<file path="config.mk">
export PLATFORM = sky130hd
export DESIGN_NAME = differential_drive_odometry
export DESIGN_NICKNAME = d
export VERILOG_FILES = /design/src/hw/rtl/ddo_pkg.sv /design/src/hw/rtl/differential_drive_odometry.sv
export SDC_FILE = /design/constraint.sdc
export NUM_CORES = 2
export LEC_CHECK = 0
export ABC_AREA = 1
export BUFFER_PORTS_ARGS = -buffer_cell sky130_fd_sc_hd__buf_4
export CORE_MARGIN = 5
export CORE_UTILIZATION = 65
export DETAILED_ROUTE_END_ITERATION = 10
export GPL_ROUTABILITY_DRIVEN = 0
export PLACE_DENSITY = 0.8
export SETUP_SLACK_MARGIN = 0.4
export SYNTH_ARGS = -nofsm -noshare
export SYNTH_HDL_FRONTEND = slang
export SYNTH_SLANG_ARGS = --single-unit
</file>
<file path="constraint.sdc">
create_clock -name i_clk -period 20.2 [get_ports i_clk]
set_clock_uncertainty 0.1 [all_clocks]
set_input_delay 1.01 -clock i_clk [delete_from_list [all_inputs] [get_ports i_clk]]
set_output_delay 1.01 -clock i_clk [all_outputs]
set_load 0.02 [all_outputs]
</file>
<file path="src/hw/rtl/ddo_pkg.sv">
// ----------------------------------------------------------------------------
// Differential drive odometry package
// Shared constants, register indexes, opcodes and the CORDIC arctangent table.
// ----------------------------------------------------------------------------
package ddo_pkg;

    localparam int DEF_CORDIC_STEPS = 24;
    localparam int DEF_POSE_BITS    = 32;

    localparam int CFG_IDX_W  = 1;
    localparam int CFG_DATA_W = 24;

    localparam logic [CFG_IDX_W-1:0] CFG_SPEED_SCALE = 1'b0;
    localparam logic [CFG_IDX_W-1:0] CFG_INV_TRACK   = 1'b1;

    localparam logic OP_SPEED = 1'b0;
    localparam logic OP_STEP  = 1'b1;

    localparam logic [15:0] SPEED_SCALE_RST = 16'd6554;
    localparam logic [23:0] INV_TRACK_RST   = 24'd123654;

    localparam logic [31:0] CORDIC_GAIN_Q30 = 32'd652032874;
    localparam logic [29:0] INV_TWO_PI_Q32  = 30'd683565276;

    function automatic logic [29:0] atan_lut(input logic [4:0] idx);
        logic [31:0] v;
        case (idx)
            5'd0:    v = 32'h2000_0000;
            5'd1:    v = 32'h12E4_051E;
            5'd2:    v = 32'h09FB_385B;
            5'd3:    v = 32'h0511_11D4;
            5'd4:    v = 32'h028B_0D43;
            5'd5:    v = 32'h0145_D7E1;
            5'd6:    v = 32'h00A2_F61E;
            5'd7:    v = 32'h0051_7C55;
            5'd8:    v = 32'h0028_BE53;
            5'd9:    v = 32'h0014_5F2F;
            5'd10:   v = 32'h000A_2F98;
            5'd11:   v = 32'h0005_17CC;
            5'd12:   v = 32'h0002_8BE6;
            5'd13:   v = 32'h0001_45F3;
            5'd14:   v = 32'h0000_A2FA;
            5'd15:   v = 32'h0000_517D;
            5'd16:   v = 32'h0000_28BE;
            5'd17:   v = 32'h0000_145F;
            5'd18:   v = 32'h0000_0A30;
            5'd19:   v = 32'h0000_0518;
            5'd20:   v = 32'h0000_028C;
            5'd21:   v = 32'h0000_0146;
            5'd22:   v = 32'h0000_00A3;
            5'd23:   v = 32'h0000_0051;
            5'd24:   v = 32'h0000_0029;
            5'd25:   v = 32'h0000_0014;
            5'd26:   v = 32'h0000_000A;
            5'd27:   v = 32'h0000_0005;
            5'd28:   v = 32'h0000_0003;
            5'd29:   v = 32'h0000_0001;
            5'd30:   v = 32'h0000_0001;
            default: v = 32'h0000_0000;
        endcase
        return v[29:0];
    endfunction

endpackage

</file>
<file path="src/hw/rtl/differential_drive_odometry.sv">
// ----------------------------------------------------------------------------
// Differential drive odometry
// Dead-reckoning pose tracker for a two-wheel base, built around one shared
// multiplier and an iterative CORDIC rotator under a small sequencer.
// ----------------------------------------------------------------------------
// Each request on the slave stream carries an opcode in tuser. A wheel speed
// request updates the linear speed and the turn rate; a time step request
// advances x, y and the heading, using a CORDIC rotator for the cosine and
// sine of the heading before the step. Every request returns one result on
// the master stream with the pose and the speeds.
// A wheel speed request passes through the steps for the two wheel products,
// the speed sum and the turn rate; a time step request passes through the
// CORDIC iterations, one per cycle, and the steps of the shared multiplier.
// The input is ready again in the cycle in which the new result first shows
// as valid on the master stream.
// The result register holds while the receiver stalls; a new request is still
// taken, and its result waits in the last sequencer step until the register
// is free. Reset clears the pose and the speeds to zero and loads the default
// speed scale and reciprocal wheel track. Configuration writes are taken in
// any cycle and should be made while the block is idle.
// ----------------------------------------------------------------------------
module differential_drive_odometry
    import ddo_pkg::*;
#(
    parameter int CORDIC_STEPS = DEF_CORDIC_STEPS,
    parameter int POSE_BITS    = DEF_POSE_BITS
) (
    input  logic                  i_clk,
    input  logic                  i_rst_n,
    input  logic                  i_cfg_we,
    input  logic [CFG_IDX_W-1:0]  i_cfg_index,
    input  logic [CFG_DATA_W-1:0] i_cfg_wdata,
    input  logic                  i_s_axis_tvalid,
    output logic                  o_s_axis_tready,
    // left_wheel_speed [15:0], right_wheel_speed [31:16], elapsed_time [47:32]
    input  logic [47:0]           i_s_axis_tdata,
    // opcode [0]
    input  logic                  i_s_axis_tuser,
    output logic                  o_m_axis_tvalid,
    input  logic                  i_m_axis_tready,
    // pos_x [31:0], pos_y [63:32], heading_angle [95:64], linear_speed [127:96],
    // turn_rate [159:128]
    output logic [159:0]          o_m_axis_tdata
);

    localparam int          SUM_W = (POSE_BITS > 27 ? POSE_BITS : 27) + 1;
    localparam logic [4:0]  LAST  = 5'(CORDIC_STEPS - 1);

    typedef enum logic [4:0] {
        S_IDLE, S_WL, S_WR, S_SUM, S_YAW1, S_YAW2,
        S_CINIT, S_CROT, S_CFIN,
        S_MX1, S_MX2, S_M3, S_M4, S_M5, S_M6, S_M7, S_M8,
        S_FIN
    } t_state;

    t_state                      r_state;
    logic                        r_out_valid;
    logic [159:0]                r_out_data;

    logic [15:0]                 r_speed_scale;
    logic [23:0]                 r_inv_track;

    logic signed [24:0]          r_speed;
    logic signed [31:0]          r_yaw;
    logic signed [POSE_BITS-1:0] r_x;
    logic signed [POSE_BITS-1:0] r_y;
    logic [31:0]                 r_angle;

    logic signed [15:0]          r_left;
    logic signed [15:0]          r_right;
    logic [15:0]                 r_dt;

    logic signed [24:0]          r_l;
    logic signed [25:0]          r_diff;
    logic signed [33:0]          r_cx;
    logic signed [33:0]          r_cy;
    logic signed [33:0]          r_cz;
    logic [4:0]                  r_cnt;
    logic                        r_flip;
    logic signed [26:0]          r_tx;
    logic signed [26:0]          r_ty;
    logic [15:0]                 r_b;
    logic [47:0]                 r_acc;
    logic signed [65:0]          r_prod;

    logic signed [32:0]          m_a;
    logic signed [32:0]          m_b;

    logic signed [24:0]          w_r;
    logic signed [25:0]          w_lr_sum;
    logic signed [33:0]          w_yaw_full;
    logic signed [31:0]          w_yaw_sat;
    logic signed [26:0]          w_delta;
    logic signed [SUM_W-1:0]     w_sum_x;
    logic signed [SUM_W-1:0]     w_sum_y;
    logic signed [POSE_BITS-1:0] w_sat_x;
    logic signed [POSE_BITS-1:0] w_sat_y;
    logic signed [33:0]          w_sh_x;
    logic signed [33:0]          w_sh_y;
    logic signed [33:0]          w_atan;
    logic [31:0]                 w_fold;
    logic                        w_fold_flip;
    logic [47:0]                 w_ang_sum;
    logic signed [63:0]          w_x64;
    logic signed [63:0]          w_y64;

    function automatic logic signed [POSE_BITS-1:0] sat_pose(
        input logic signed [SUM_W-1:0] v
    );
        logic [SUM_W-POSE_BITS:0] top;
        top = v[SUM_W-1:POSE_BITS-1];
        if ((&top) || !(|top)) begin
            return v[POSE_BITS-1:0];
        end
        return {v[SUM_W-1], {(POSE_BITS-1){~v[SUM_W-1]}}};
    endfunction

    always_comb begin
        m_a = '0;
        m_b = '0;
        case (r_state)
            S_WL: begin
                m_a = 33'(r_left);
                m_b = $signed({17'd0, r_speed_scale});
            end
            S_WR: begin
                m_a = 33'(r_right);
                m_b = $signed({17'd0, r_speed_scale});
            end
            S_YAW1: begin
                m_a = 33'(r_diff);
                m_b = $signed({9'd0, r_inv_track});
            end
            S_MX1: begin
                m_a = 33'(r_speed);
                m_b = r_cx[32:0];
            end
            S_MX2: begin
                m_a = 33'(r_speed);
                m_b = r_cy[32:0];
            end
            S_M3: begin
                m_a = 33'(r_tx);
                m_b = $signed({17'd0, r_dt});
            end
            S_M4: begin
                m_a = 33'(r_ty);
                m_b = $signed({17'd0, r_dt});
            end
            S_M5: begin
                m_a = 33'(r_yaw);
                m_b = $signed({17'd0, r_dt});
            end
            S_M6: begin
                m_a = 33'($signed(r_prod[47:16]));
                m_b = $signed({3'd0, INV_TWO_PI_Q32});
            end
            S_M7: begin
                m_a = $signed({17'd0, r_b});
                m_b = $signed({3'd0, INV_TWO_PI_Q32});
            end
            default: begin
                m_a = '0;
                m_b = '0;
            end
        endcase
    end

    always_comb begin
        w_r        = r_prod[32:8];
        w_lr_sum   = 26'(r_l) + 26'(w_r);
        w_yaw_full = r_prod[49:16];
        if ((&w_yaw_full[33:31]) || !(|w_yaw_full[33:31])) begin
            w_yaw_sat = w_yaw_full[31:0];
        end else begin
            w_yaw_sat = {w_yaw_full[33], {31{~w_yaw_full[33]}}};
        end
        w_delta = r_prod[42:16];
        w_sum_x = SUM_W'(r_x) + SUM_W'(w_delta);
        w_sum_y = SUM_W'(r_y) + SUM_W'(w_delta);
        w_sat_x = sat_pose(w_sum_x);
        w_sat_y = sat_pose(w_sum_y);
        w_sh_x  = r_cy >>> r_cnt;
        w_sh_y  = r_cx >>> r_cnt;
        w_atan  = $signed({4'd0, atan_lut(r_cnt)});
        w_fold_flip = (r_angle[31:30] == 2'b01) || (r_angle[31:30] == 2'b10);
        w_fold  = w_fold_flip ? {~r_angle[31], r_angle[30:0]} : r_angle;
        w_ang_sum = r_acc + {18'd0, r_prod[45:16]};
        w_x64   = 64'(r_x);
        w_y64   = 64'(r_y);
    end

    always_ff @(posedge i_clk) begin
        if (!i_rst_n) begin
            r_state       <= S_IDLE;
            r_out_valid   <= 1'b0;
            r_speed_scale <= SPEED_SCALE_RST;
            r_inv_track   <= INV_TRACK_RST;
            r_speed       <= '0;
            r_yaw         <= '0;
            r_x           <= '0;
            r_y           <= '0;
            r_angle       <= '0;
        end else begin
            r_prod <= m_a * m_b;

            if (i_cfg_we) begin
                case (i_cfg_index)
                    CFG_SPEED_SCALE: r_speed_scale <= i_cfg_wdata[15:0];
                    CFG_INV_TRACK:   r_inv_track   <= i_cfg_wdata;
                    default:         r_inv_track   <= r_inv_track;
                endcase
            end

            if (r_out_valid && i_m_axis_tready && (r_state != S_FIN)) begin
                r_out_valid <= 1'b0;
            end

            case (r_state)
                S_IDLE: begin
                    if (i_s_axis_tvalid) begin
                        r_left  <= $signed(i_s_axis_tdata[15:0]);
                        r_right <= $signed(i_s_axis_tdata[31:16]);
                        r_dt    <= i_s_axis_tdata[47:32];
                        r_state <= (i_s_axis_tuser == OP_STEP) ? S_CINIT : S_WL;
                    end
                end
                S_WL: begin
                    r_state <= S_WR;
                end
                S_WR: begin
                    r_l     <= r_prod[32:8];
                    r_state <= S_SUM;
                end
                S_SUM: begin
                    r_speed <= w_lr_sum[25:1];
                    r_diff  <= 26'(w_r) - 26'(r_l);
                    r_state <= S_YAW1;
                end
                S_YAW1: begin
                    r_state <= S_YAW2;
                end
                S_YAW2: begin
                    r_yaw   <= w_yaw_sat;
                    r_state <= S_FIN;
                end
                S_CINIT: begin
                    r_cx    <= $signed({2'd0, CORDIC_GAIN_Q30});
                    r_cy    <= '0;
                    r_cz    <= 34'($signed(w_fold));
                    r_flip  <= w_fold_flip;
                    r_cnt   <= '0;
                    r_state <= S_CROT;
                end
                S_CROT: begin
                    if (!r_cz[33]) begin
                        r_cx <= r_cx - w_sh_x;
                        r_cy <= r_cy + w_sh_y;
                        r_cz <= r_cz - w_atan;
                    end else begin
                        r_cx <= r_cx + w_sh_x;
                        r_cy <= r_cy - w_sh_y;
                        r_cz <= r_cz + w_atan;
                    end
                    if (r_cnt == LAST) begin
                        r_state <= S_CFIN;
                    end else begin
                        r_cnt <= r_cnt + 5'd1;
                    end
                end
                S_CFIN: begin
                    if (r_flip) begin
                        r_cx <= -r_cx;
                        r_cy <= -r_cy;
                    end
                    r_state <= S_MX1;
                end
                S_MX1: begin
                    r_state <= S_MX2;
                end
                S_MX2: begin
                    r_tx    <= r_prod[56:30];
                    r_state <= S_M3;
                end
                S_M3: begin
                    r_ty    <= r_prod[56:30];
                    r_state <= S_M4;
                end
                S_M4: begin
                    r_x     <= w_sat_x;
                    r_state <= S_M5;
                end
                S_M5: begin
                    r_y     <= w_sat_y;
                    r_state <= S_M6;
                end
                S_M6: begin
                    r_b     <= r_prod[15:0];
                    r_state <= S_M7;
                end
                S_M7: begin
                    r_acc   <= r_prod[47:0];
                    r_state <= S_M8;
                end
                S_M8: begin
                    r_angle <= r_angle + w_ang_sum[47:16];
                    r_state <= S_FIN;
                end
                S_FIN: begin
                    if (!r_out_valid || i_m_axis_tready) begin
                        r_out_valid <= 1'b1;
                        r_out_data  <= {r_yaw, 32'(r_speed), r_angle,
                                        w_y64[31:0], w_x64[31:0]};
                        r_state     <= S_IDLE;
                    end
                end
                default: begin
                    r_state <= S_IDLE;
                end
            endcase
        end
    end

    assign o_s_axis_tready = (r_state == S_IDLE) && i_rst_n;
    assign o_m_axis_tvalid = r_out_valid;
    assign o_m_axis_tdata  = r_out_data;

endmodule
</file>
Yosys cells after proc, flatten, opt, wreduce, memory -nomap -nowiden --
Memory sizes are Yosys's and may differ from the RTL's. A register that Yosys moved wholly into a read port is not among the register bits. Index checks and enable logic that the tools add are counted.
Word-level totals: bits in latches 0, register bits 741, input bits 79, memory bits (read-only) 960, word-level logic and storage cells 145, output and inout port bits 162, memories 1, memory bits (writable) 0
Memory list:
- (no name shown) | words 32, bits a word 30, rd ports 1, clocked after memory_dff 1, write ports 0, line ddo_pkg.sv:27 | case (idx)
Operators by class: multiply operators 1, bitwise operators 5, equality and inequality tests 26, mux-type cells 29, add/subtract/negate cells 15, div/mod/pow operators 0, order comparisons 0, shift-type cells 2, reductions and logical operators 41
Operators by type and width (number):
- one-hot mux 33 bit (9 select lines) | 1
- one-hot mux 34 bit (3 select lines) | 2
- one-hot mux 33 bit (6 select lines) | 1
- 2-to-1 mux 32 bit | 6
- 2-to-1 mux 34 bit | 5
- one-hot mux 5 bit (17 select lines) | 1
- adder 34 bit | 2
- negator 34 bit | 2
- one-hot mux 34 bit (2 select lines) | 1
- >>> shifter 34 x 5 -> 34 bit | 2
- subtractor 34 bit | 2
- adder 32 x 27 -> 33 bit | 2
- multiplier 33 x 33 -> 57 bit | 1
- adder 48 x 30 -> 48 bit | 1
- equality test 5 x 4 -> 1 bit, second input constant | 8
- adder 34 x 31 -> 34 bit | 1
- subtractor 34 x 31 -> 34 bit | 1
- adder 32 bit | 1
- adder 25 x 25 -> 26 bit | 1
- subtractor 25 x 25 -> 26 bit | 1
- 2-to-1 mux 5 bit | 5
- AND reduction 2 bit | 12
- equality test 5 x 3 -> 1 bit, second input constant | 4
- AND reduction 3 bit | 6
- 20 further kinds | 50

Depth between registers and ports, before layout --
word-level depth 6, gate-level depth with buffers 44, gate-level depth less buffers 42

Worst setup path after synthesis --
No wires, ideal clock.
kind input port to flip-flop, from input port i_rst_n, to register r_out_data[0] (netlist: o_m_axis_tdata[0]), enable pin, stages 4, data arrival time 11.925 ns, library setup time 0.853 ns, required time 19.247 ns, path buffers 2, slack 7.322 ns, cell sequence clkbuf_1 -> inv_1 -> clkbuf_1 -> nor3_1
Between the ends: word-level cells in the longest chain between the ends 1
Ends and longest elaborated chain:
- from (decl) | line differential_drive_odometry.sv:29 | input logic i_rst_n,
- AND reduction 3 bit (no line)
- to (signal assigned) | line differential_drive_odometry.sv:312 | r_out_data <= {r_yaw, 32'(r_speed), r_angle,
- to (decl) | line differential_drive_odometry.sv:58 | logic [159:0] r_out_data;
Every way passes these cells. A chain may end at the register's enable or synchronous reset.

Worst setup path in the final report --
from register r_state[0], to register r_prod[55], data pin
Between the ends: word-level cells in the longest chain between the ends 4, elaborated cells between the ends (all ways) 17, classes of those cells mul (1); eq/ne (10); mux (2); reduce/logical (4)
Ends and longest elaborated chain:
- from (decl) | line differential_drive_odometry.sv:56 | t_state r_state;
- from (signal assigned) | line differential_drive_odometry.sv:225 | r_state <= (i_s_axis_tuser == OP_STEP) ? S_CINIT : S_WL;
- equality test 5 x 4 -> 1 bit (tied with other cells) | line differential_drive_odometry.sv:121 | case (r_state)
- OR reduction 3 bit (no line) / OR reduction 2 bit (equally long branches)
- one-hot mux 33 bit (6 select lines) / one-hot mux 33 bit (9 select lines) (equally long branches) | line differential_drive_odometry.sv:121
- multiplier 33 x 33 -> 57 bit * | line differential_drive_odometry.sv:205 | r_prod <= m_a * m_b;
- to (signal assigned) | line differential_drive_odometry.sv:205
- to (decl) | line differential_drive_odometry.sv:84 | logic signed [65:0] r_prod;
Mark *: on every way between the ends. The rest lies on a longest branch, timed or not.

==> results.toml <==
[synth]
synthTopCellsByArea = "fa_1 (24%), edfxtp_1 (19%), nand2_1 (11%)"
synth.distinct_cells = 58
synthCells = 10581
ys_seq_elements = 764
synth_edf_count = 535
post-synth-top-count-cell = "nand2_1"
ys_seq_area_share_pct = 24.3
syn_avg_cell_area_sq_um = 8.01
synth.top_cell.area_share_pct = 24.1
synth_area_sq_um = 84800
synth_common_cells = "nand2_1 (2,401), inv_1 (1,990), fa_1 (1,023)"
async_flop_share_pct = 0
synth_warnings = 0
synth_ff_type = "edfxtp_1"
syn_nets = 12167
synth_largest_area_cell = "fa_1"

[global_routing]
grt_pass1_wl_um = 446000
grt_antenna_before_repair = 23
grt_max_degree = 176
grt.total_usage_pct = 42.4
grt_pass1_vias = 77139
gr-total-overflow = 0

[clock_network]
cts_root_buffer = "clkbuf_16"
cts_setup_buffers = 0
clockBufferDepth = 3
cts_sinks = 764
clock_latency_ns = 0.74
tritoncts = "built"
cts-resized-gates = 0
htree_levels = 3
cts_buffers = 83
clkTransAtPathRegs_ns = 0.07
cts_hold_buf = 0

[floorplanning]
core_sq_um = 130000
start_util_pct = 65.4
die_x_um = 371
die_area_sq_um = 138000
io_pins = 241
std_cell_rows = 132
die_y_um = 371

[critical_path]
start_kind = "flop"
critPathTopFamily = "adder cells"
critPathMostFrequentCell = "fa_1"
worstSetupPathType = "reg -> reg"
max_stage_delay_ns = 0.75
required_ns = 20.54
path_buf_inv = 9
crit_fanout = 59
end_kind = "flop"
arrival_ns = 11.47
cp_slowest_cell = "fa_1"

[finish]
final_nets = 12230
area_growth_pct = 7.62
utilization_pct = 70.4
layout-drive-gt1-share_pct = 5.99

[status]
outcome = "finished with violations"
violations = "design-rule violations"

[power_and_ir_drop]
p_int_mw = 5.69
p_leak_nw = 45.0
ir_drop_mv = 0.279
switchingPower_mw = 6.97
p_clk_share_pct = 12.9
swShare_pct = 55.1
power.density_nw_per_um2 = 139
share_seq_of_total_power_pct = 17.6
pwr-share-comb_pct = 69.4

[timing]
finalSetupViolCount = 0
worst_slew_pin_slew_ns = 1.30
period_needed_ns = 11.14
finalHoldViolCount = 0
slew_headroom_pct = 13.5
fmax_mhz = 89.8
finalSetupTns_ns = 0
drv_slew = 0
finalCritPeriodShare_pct = 55.1
rsz0062_at_grt = "false"

[route]
drc = 4
drtPass1Iterations = 11
final_antenna_net_count = 0
wl_per_cell_um = 23.5
via_count = 78200
viasPerCell = 6.27
drt_iter0_markers = 11888
routed_wl_um = 294000

[placed_design]
portBuffers = 240
dp_hpwl_um = 223000

[worst_hold_path]
hold_path_class = "in -> reg"

[flow_run]
max-cap-violations = 0
-- cells in the final DEF (no fill, tap or decap), types with 24 or more instances in the layout --
cell type / netlist / final
xor2_1: 225 / 225
o21ai_0: 533 / 533
nor2_1: 697 / 687
inv_1: 1990 / 1986
a31oi_1: 51 / 51
buf_4: 23 / 377
edfxtp_1: 535 / 535
clkbuf_16: 0 / 85
nand3_1: 623 / 623
or2_2: 25 / 25
a21o_1: 40 / 40
nand2_1: 2401 / 2401
fa_1: 1023 / 1023
a221oi_1: 28 / 28
a21oi_1: 584 / 582
inv_2: 23 / 26
nor4_1: 49 / 48
o22ai_1: 32 / 28
nand4_1: 58 / 58
xnor2_1: 100 / 100
ha_1: 484 / 484
dfxtp_1: 229 / 229
nor3_1: 72 / 69
o211ai_1: 99 / 99
o21bai_1: 37 / 37
o21a_1: 24 / 24
-- area by class of cell --
class / count / area, sq um
multi-input cells: 7395 / 55000
fillers: 10013 / 38400
flip-flops and latches: 764 / 20600
inverters: 2021 / 7590
repair buffers: 379 / 2860
clock buffers: 105 / 2280
well taps: 1742 / 2180
clock inverters: 51 / 661
diodes: 16 / 40.0
-- power groups by stage --
stage	registers (mW)	clock network (mW)	logic, mW
5_1_grt	2.22	1.71	9.38
6_report	2.23	1.64	8.79
3_3_place_gp	2.23	0	8.08
4_1_cts	2.20	1.64	8.45
2_1_floorplan	2.15	0	5.41
3_5_place_dp	2.23	0	8.33
-- final timing paths --
check,start,to,slack (ns),cells past startpoint
worst max-delay path,r_state[0],r_prod[55],9.06,34
worst min-delay path,i_s_axis_tdata[25],r_right[9],0.35,1
worst max register to register,r_state[0],r_prod[55],9.06,34
worst min register to register,r_inv_track[10],r_inv_track[10],0.36,2
-- metal layers --
metal	global-route usage, %	routed length (um)	up-vias
met5	0.107	145	-
met4	26.9	24400	18
met3	17.5	49100	1603
met2	61.2	121000	6261
met1	52.8	99300	36623
li1	-	-	33695
-- metrics by stage --
step           total power, mW  std cells  hold slack (ns)  worst slack [ns]  instance area [sq um]
2_1_floorplan             7.56      10581            0.321              7.32                  84800
3_3_place_gp              10.3      12301            0.332              9.77                  88300
3_5_place_dp              10.6      12301            0.343              9.42                  88300
4_1_cts                   12.3      12457            0.309              9.30                  91200
5_1_grt                   13.3      12460            0.333              8.70                  91200
6_report                  12.7      12473            0.354              9.06                  91300
-- registers in the layout, indices dropped and copies added, names as in the netlist, 34 cells and up --
register / count
r_acc: 48
r_cz: 34
r_prod: 57
o_m_axis_tdata: 153
r_cx: 34
r_cy: 34
-- kinds of logic (layout without fill, tap and decap cells) --
kind of cell             count (synthesis)  in the layout  synth area share (%)
adder cells (fa/ha/maj)               1507           1507                  31.3
AO/OA/AOI/OAI                         1570           1570                  10.6
XOR/XNOR                               325            325                  3.36
other                                    0             16                     0
buffers and inverters                 2422           2556                  11.0
AND/OR/NAND/NOR                       3993           3993                  19.4
flip-flops                             764            764                  24.3
No activity file was read; power rests on OpenSTA's default activity.
